$ cat src/hw/rtl/taqe_ram.sv
// ----------------------------------------------------------------------------
// taqe_ram - generic simple dual-port RAM
// One write port, one read port, read data registered.
// ----------------------------------------------------------------------------
`default_nettype none

module taqe_ram #(
    parameter  int WIDTH = 8,
    parameter  int DEPTH = 16,
    localparam int AW    = (DEPTH > 1) ? $clog2(DEPTH) : 1
) (
    input  wire logic             i_clk,
    input  wire logic             i_we,
    input  wire logic [AW-1:0]    i_waddr,
    input  wire logic [WIDTH-1:0] i_wdata,
    input  wire logic [AW-1:0]    i_raddr,
    output logic      [WIDTH-1:0] o_rdata
);

    logic [WIDTH-1:0] r_mem [DEPTH];

    always_ff @(posedge i_clk) begin
        if (i_we) begin
            r_mem[i_waddr] <= i_wdata;
        end
        o_rdata <= r_mem[i_raddr];
    end

endmodule

`default_nettype wire

$ cat config.mk
export PLATFORM = sky130hd
export DESIGN_NAME = taqe_ram
export DESIGN_NICKNAME = d
export VERILOG_FILES = /design/src/hw/rtl/taqe_ram.sv
export SDC_FILE = /design/constraint.sdc
export NUM_CORES = 1
export LEC_CHECK = 0
export ABC_AREA = 1
export ABC_CLOCK_PERIOD_IN_PS = 1900
export BUFFER_PORTS_ARGS = -buffer_cell sky130_fd_sc_hd__buf_2
export CELL_PAD_IN_SITES_DETAIL_PLACEMENT = 0
export CELL_PAD_IN_SITES_GLOBAL_PLACEMENT = 1
export CORE_UTILIZATION = 52
export DETAILED_ROUTE_END_ITERATION = 16
export GPL_ROUTABILITY_DRIVEN = 1
export PLACE_DENSITY = 0.82
export SLEW_MARGIN = 20
export SYNTH_ARGS = -nofsm -noshare
export SYNTH_HDL_FRONTEND = slang
export SYNTH_SLANG_ARGS = --single-unit
$ cat constraint.sdc
create_clock -name i_clk -period 1.9 [get_ports i_clk]
set_input_delay 0.38 -clock i_clk [delete_from_list [all_inputs] [get_ports i_clk]]
set_output_delay 0.38 -clock i_clk [all_outputs]
set_load 0.02 [all_outputs]
==> run summary <==
TritonCTS Buffers = 17
Clock Skews = 0.009821 ns
Final wirelength = 12.61 mm
Flop pwr share = 48.8%
Root buffer cell = clkbuf_8
Post-cts sizing count = 0
Grt total ovfl = 0
Port bufs = 25
Slew @ Worst Pin = 0.6330 ns
# setup viols final = 0
Cells along the critical path = buf_2
Ant diodes = 0
Vias = 3,746
Fillers = 907
Crit start category = register
Final Max Slew Viols = 0
Arr. time, crit path = 1.08 ns
CP max stage delay = 0.38 ns
CTS max path bufs = 2
Post-synthesis register bit count = 136
Ys async rst share = 0%
Post-CTS setup buffers = 0
Status = completed
Layout cells sized above 1 = 12.40%
Delay-heaviest family, CP = flip-flops
Post-Syn Nets = 569
Tcrit/Tclk final = 76.72%
Overall routing resource usage = 24.22%
Total die area = 11,520 sq um
Post-route design area = 6661 sq um
Max-slew headroom = 57.74%
RSZ-0062 raised after global routing = false
First-pass GRT wire length = 19.79 mm
Worst Path Buf+Inv = 1
Worst Setup End Kind = output port
Mapped Cells = 551
Synth Area in Compound Gates = 0%
Switching Share = 21.40%
Worst EP required = 1.52 ns
Min Clock Period, post-route = 1.458 ns
Crit-path max FO = 1
Cells on worst reg2reg path = 6
Clk pin slew, worst setup/hold paths = 0.05 ns
Commonest cells post-synth = nand2_1 (173), edfxtp_1 (128), inv_1 (100)
DP HPWL = 7.703 mm
Synth top area share = 66.65%
Die Y = 107.3 microns
Synth area leaders = edfxtp_1 (67%), nand2_1 (11%), nand3_1 (8.4%)
ANT nets after route = 0
Initial antenna violation count = 0
Levels on crit path = 1
Core Rows = 38
LEAKAGE = 2.916 nW
Clk_lat worst skew = 0.52 ns
Clk sink count = 136
First-pass detailed-route iteration total = 5
Depth of the CTS H-tree = 4
Xor/xnor cell area share of the yosys netlist = 0%
Post-synth EDFFs = 128
Hold buffer count at CTS = 0
Yosys cell types = 12
Endpoints failing hold = 0
Reg area = 4004 sq um
Avg Inst Size Synth = 10.47 sq um
Starting Density = 53.20%
Area share of fa/ha/maj cells after synthesis = 0%
Drc violations = 0
Synth area leader = edfxtp_1
PwrDens = 1039 nW/um^2
Multi-input logic area = 1214 sq um
Syn. warnings = 0
Net switching power = 0.001481 W
Largest family of logic cells by synthesized area = simple AND/OR/NAND/NOR gates
Total core area = 10,840 sq um
Vias in the first global route = 3,620
Simple-Gate Fraction of Synth Area = 21.05%
Fin Setup TNS = 0 ns
Hold/Removal Path Class = in2reg
Slowest CP cell = dfxtp_1
Pint = 0.005442 W
DR WL/cell = 16.93 microns
RD Place Congestion = 0.8465
Die span in x = 107.3 microns
Via density = 5.028
Mux contribution to synthesized area = 0%
DP Area = 6096 sq um
Largest net degree at the start of global routing = 43
Max Freq = 686.0 MHz
Clock Power Share = 45.0%
WHS Path Cells = 3
Seq/Total Area, Yosys = 69.43%
Io pins = 26
MaxCap Viol Count = 0
Layout area overhead = 15.51%
Count leader, synth = nand2_1
Final nets = 610
Comb power frac = 6.2%
Main synth FF type = edfxtp_1
Cell area after synthesis = 5767 sq um
CTS tree = built
Initial drt markers = 287
CP Class = reg2out
Peak supply drop = 0.0006027 V
## per-stage QoR
stage / cells / util [%] / hold WS (ns) / total power, W / worst slack (ns)
floorplan: 551 / - / 0.4789 / 0.003694 / 0.5692
global placement: 713 / 56.23 / 0.6447 / 0.003865 / 0.2999
detailed placement: 713 / 56.23 / 0.6484 / 0.003873 / 0.2800
CTS: 745 / 61.45 / 0.1891 / 0.006965 / 0.3964
global route: 745 / 61.45 / 0.2116 / 0.007121 / 0.4158
finish: 745 / 61.45 / 0.2134 / 0.006923 / 0.4423
## worst paths after layout
path | slack, ns | endpoint | startpoint
hold reg to reg | 0.66 | o_rdata[0] | r_mem[10][0]
setup / recovery | 0.44 | o_rdata[0] | o_rdata[0]
setup reg to reg | 0.85 | o_rdata[4] | r_mem[9][4]
hold / removal | 0.21 | o_rdata[0] | i_raddr[3]
## flip-flops by register name (all words and copies together), names as in the netlist
register  flops
o_rdata       8
r_mem       128
## routing by layer
metal	vias up	GRT usage (%)	wire length, microns
met1	1743	34.41	5753
met4	0	8.708	191
met2	132	36.82	5853
met5	-	0	0
met3	13	5.448	811
li1	1858	-	-
## kinds of logic (layout without fill, tap and decap cells)
family	count (synthesis)	count (layout)
buffers and inverters	126	180
flip-flops	136	136
AND/OR/NAND/NOR	289	289
## placed cells by master (no fill, tap or decap)
cell type,synthesis,final
buf_12,0,3
buf_2,13,25
buf_4,4,18
bufinv_16,0,2
clkbuf_1,0,4
clkbuf_16,0,16
clkbuf_8,0,4
clkinv_1,0,1
clkinv_2,0,3
clkinv_4,0,1
clkinvlp_4,0,1
dfxtp_1,8,8
edfxtp_1,128,128
inv_1,100,100
inv_2,2,2
nand2_1,173,173
nand3_1,97,97
nand3b_1,2,2
nor2_1,17,17
## area by class of cell
class                           instances  area share, %
Multi-Input combinational cell        289          18.22
Clock buffer                           24          7.062
Timing Repair Buffer                   46          4.808
Tap cell                              140          2.630
Clock inverter                          8          1.427
Sequential cell                       136          60.11
Inverter                              102          5.748
## power by group through the flow
stage	combinational (W)	sequential, W	clock (W)
final	0.000430	0.00338	0.00312
after detailed placement	0.000433	0.00344	0
after CTS	0.000435	0.00338	0.00315
after global placement	0.000425	0.00344	0
after floorplan	0.000237	0.00346	0
after global routing	0.000479	0.00338	0.00326
Note: power is estimated with default switching activity, not from simulation.
