`config.mk`:
```
export PLATFORM = sky130hd
export DESIGN_NAME = taqe_cmp
export DESIGN_NICKNAME = d
export VERILOG_FILES = /design/src/hw/rtl/taqe_pkg.sv /design/src/hw/rtl/taqe_cmp.sv
export SDC_FILE = /design/constraint.sdc
export NUM_CORES = 1
export LEC_CHECK = 0
export BUFFER_PORTS_ARGS = -buffer_cell sky130_fd_sc_hd__buf_2
export CELL_PAD_IN_SITES_DETAIL_PLACEMENT = 0
export CELL_PAD_IN_SITES_GLOBAL_PLACEMENT = 1
export CORE_MARGIN = 2
export CORE_UTILIZATION = 28
export DETAILED_ROUTE_END_ITERATION = 10
export PLACE_DENSITY_LB_ADDON = 0.1
export SLEW_MARGIN = 5
export SYNTH_ARGS = -nofsm -noshare
export SYNTH_HDL_FRONTEND = slang
export SYNTH_SLANG_ARGS = --single-unit
```
`constraint.sdc`:
```
create_clock -name vclk -period 1.6
set_input_delay 0.08 -clock vclk [all_inputs]
set_output_delay 0.08 -clock vclk [all_outputs]
set_load 0.1 [all_outputs]
```
`src/hw/rtl/taqe_pkg.sv`:
```
// ----------------------------------------------------------------------------
// taqe_pkg - shared types and constants of the tree ancestor query engine
// Field widths, operation codes and the packed entry/exit time word.
// ----------------------------------------------------------------------------
`default_nettype none

package taqe_pkg;

    localparam int NODE_W        = 10;   // node number field
    localparam int TIME_W        = 11;   // DFS entry / exit time
    localparam int LVL_FW        = 4;    // level field of a write word
    localparam int DIST_W        = 10;   // lift distance field
    localparam int CFG_W         = 4;    // max_level register
    localparam int MAX_LEVEL_RST = 10;   // max_level after reset

    typedef enum logic [1:0] {
        OP_WR_ANC  = 2'd0,
        OP_WR_TIME = 2'd1,
        OP_LCA     = 2'd2,
        OP_LIFT    = 2'd3
    } t_op;

    typedef struct packed {
        logic [TIME_W-1:0] t_entry;
        logic [TIME_W-1:0] t_exit;
    } t_times;

endpackage

`default_nettype wire

```
`src/hw/rtl/taqe_cmp.sv`:
```
// ----------------------------------------------------------------------------
// taqe_cmp - interval ancestor test
// High when the first node's DFS interval encloses the second node's.
// ----------------------------------------------------------------------------
`default_nettype none

module taqe_cmp
    import taqe_pkg::*;
(
    input  wire t_times i_anc,
    input  wire t_times i_des,
    output logic        o_covers
);

    assign o_covers = (i_anc.t_entry <= i_des.t_entry) && (i_anc.t_exit >= i_des.t_exit);

endmodule

`default_nettype wire

```
==> flow_metrics.env <==
export IMPL_antenna_left=0
export IMPL_mostFrequentLayoutCells="buf_2 (44), inv_1 (15), ha_1 (14)"
export IMPL_slew_headroom_pct=87.07
export IMPL_seq_cell_count=0
export IMPL_syn_area_um2=538.0
export IMPL_hpwl_um=1224
export IMPL_worstPathCellList="buf_2, inv_12, ha_4, nand4_1, or3_1, a22oi_2, buf_12"
export IMPL_crit_type="primary input to output pin"
export IMPL_ys_warn_count=0
export IMPL_cellPowerDensity_nw_per_um2=261.1
export IMPL_worstPathRequired_ps=1520
export IMPL_die_h_um=47.84
export IMPL_first_iter_violations=3
export IMPL_switching_share_pct=48.37
export IMPL_cp_top_family="simple AND/OR/NAND/NOR gates"
export IMPL_finish_utilization_pct=53.97
export IMPL_crit_buf_inv=3
export IMPL_critPathArrivalTime_ps=1430
export IMPL_grt_setup_unrepaired="no"
export IMPL_hp_class="primary input to output pin"
export IMPL_die_area_um2=2288
export IMPL_postCtsSetupBuffers=0
export IMPL_synth_seq_area_share_pct=0
export IMPL_avgSynthCellArea_um2=7.174
export IMPL_period_needed_ps=1507
export IMPL_whs_endpoint="o_covers"
export IMPL_fmax_mhz=663.6
export IMPL_setup_ws_ps=93.00
export IMPL_num_rows=15
export IMPL_period_share_pct=94.19
export IMPL_cp_num_cells=7
export IMPL_grt_antenna_before_repair=0
export IMPL_pre_cts_slack_ps=51.37
export IMPL_post_drt_wl_per_cell_um=8.621
export IMPL_synthCells=75
export IMPL_wl_um=1250
export IMPL_critPathLaunchType="primary input"
export IMPL_ir_drop_uv=150.5
export IMPL_ios=45
export IMPL_core_region_area_um2=1764
export IMPL_finalHoldViolations=0
export IMPL_nNetsFinal=188
export IMPL_status="finished clean"
export IMPL_num_antenna_cells=0
export IMPL_hold_path_startpoint="i_anc[21]"
export IMPL_dieWidth_um=47.84
export IMPL_setup_violations=0
export IMPL_multiInputGateArea_um2=575.6
export IMPL_initial_utilization_pct=30.50
export IMPL_grt_usage_pct=12.09
export IMPL_pwr_share_seq_pct=0
export IMPL_num_vias=651
export IMPL_gr_total_overflow=0
export IMPL_cp_end_kind="output pin"
export IMPL_nFillCells=181
export IMPL_critPathMaxFanout=2
export IMPL_whs_ps=771.0
export IMPL_grt_pass1_wl_um=2104
export IMPL_layout_commonest_cell="buf_2"
export IMPL_drv_cap=0
export IMPL_syn2layout_area_growth_pct=76.98
export IMPL_internal_power_mw=0.1284
export IMPL_p_sw_mw=0.1203
export IMPL_cts_resized=0
export IMPL_maxSlewViolCount=0
export IMPL_dr_pass1_iters=4
export IMPL_critical_path_max_stage_delay_ps=380
export IMPL_io_buffers=45
export IMPL_cp_slowest_cell="or3_1"
export IMPL_gp_congestion=0.7382
export IMPL_cellLeakagePower_nw=0.5296
export IMPL_synth_nets=141
export IMPL_clkbuf_count=0
export IMPL_hold_depth=6
export IMPL_comb_power_share_pct=100.0
export IMPL_p_clk_share_pct=0
export IMPL_grt_max_degree=4
export IMPL_drc_errors=0
export IMPL_hold_buffers=0
export IMPL_grt_pass1_vias=600
export IMPL_yosysUniqueCellTypes=17
export IMPL_vias_per_cell=4.490
export IMPL_seq_area_um2=0
export IMPL_layout_drive_gt1_share_pct=54.17
export IMPL_worst_slew_pin_slew_ps=191.9
[worst min-delay path, stage by stage]
cell      delay [ps]
buf_2            100
ha_4             120
a211oi_2          30
o21ai_1           90
a22oi_2          110
buf_12           170
[worst max path at each step]
stage | start | endpoint | slack, ps
finish | i_des[20] | o_covers | 90
global route | i_des[13] | o_covers | 20
CTS | i_des[20] | o_covers | 50
detailed placement | i_des[20] | o_covers | 50
global placement | i_des[20] | o_covers | 80
floorplan | i_des[20] | o_covers | -220
[layout make-up]
type,count,area share (%)
Multi-Input combinational cell,53,60.45
Timing Repair Buffer,45,25.23
Inverter,22,11.04
Tap cell,25,3.285
[through the flow]
stage | total power [mW] | cells | area [um^2] | setup TNS [ps]
final | 0.2487 | 145 | 952.2 | 0
after global routing | 0.2845 | 145 | 952.2 | 0
after CTS | 0.2478 | 145 | 942.2 | 0
after detailed placement | 0.2466 | 145 | 942.2 | 0
after global placement | 0.2413 | 145 | 942.2 | 0
after floorplan | 0.1431 | 75 | 670.6 | -216.5
[logic make-up (layout without fill, tap and decap cells)]
family	count (synthesis)	after routing	share of synthesized area, %
adders and majority gates	22	22	51.16
and+or+nand+nor	14	14	14.42
AOI/OAI and AO/OA	17	17	19.07
buffers and inverters	22	67	15.35
[layer usage]
layer	wire length, um	GRT usage [%]
met3	94	0
met1	514	13.78
met5	0	0
met4	0	0
met2	642	25.87
[cell usage after synthesis]
master	count	share of area, %
a211oi_1	1	1.4
a211oi_2	1	2.3
a21o_1	2	2.8
a21oi_1	8	7.4
a22oi_1	1	1.4
and4_1	1	1.6
ha_1	22	51
inv_1	22	15
nand2_1	2	1.4
nand2b_1	1	1.2
nand3_1	2	1.9
nand3b_1	1	1.4
nand4_1	3	3.5
nor2_1	2	1.4
nor3_1	1	0.93
o21ai_0	4	3.7
or3_1	1	1.2
[power groups by stage]
stage / clock network (mW) / registers, mW / logic, mW
finish: 0 / 0 / 0.249
global route: 0 / 0 / 0.284
CTS: 0 / 0 / 0.248
detailed placement: 0 / 0 / 0.247
global placement: 0 / 0 / 0.241
floorplan: 0 / 0 / 0.143
Note: power is estimated with default switching activity, not from simulation.
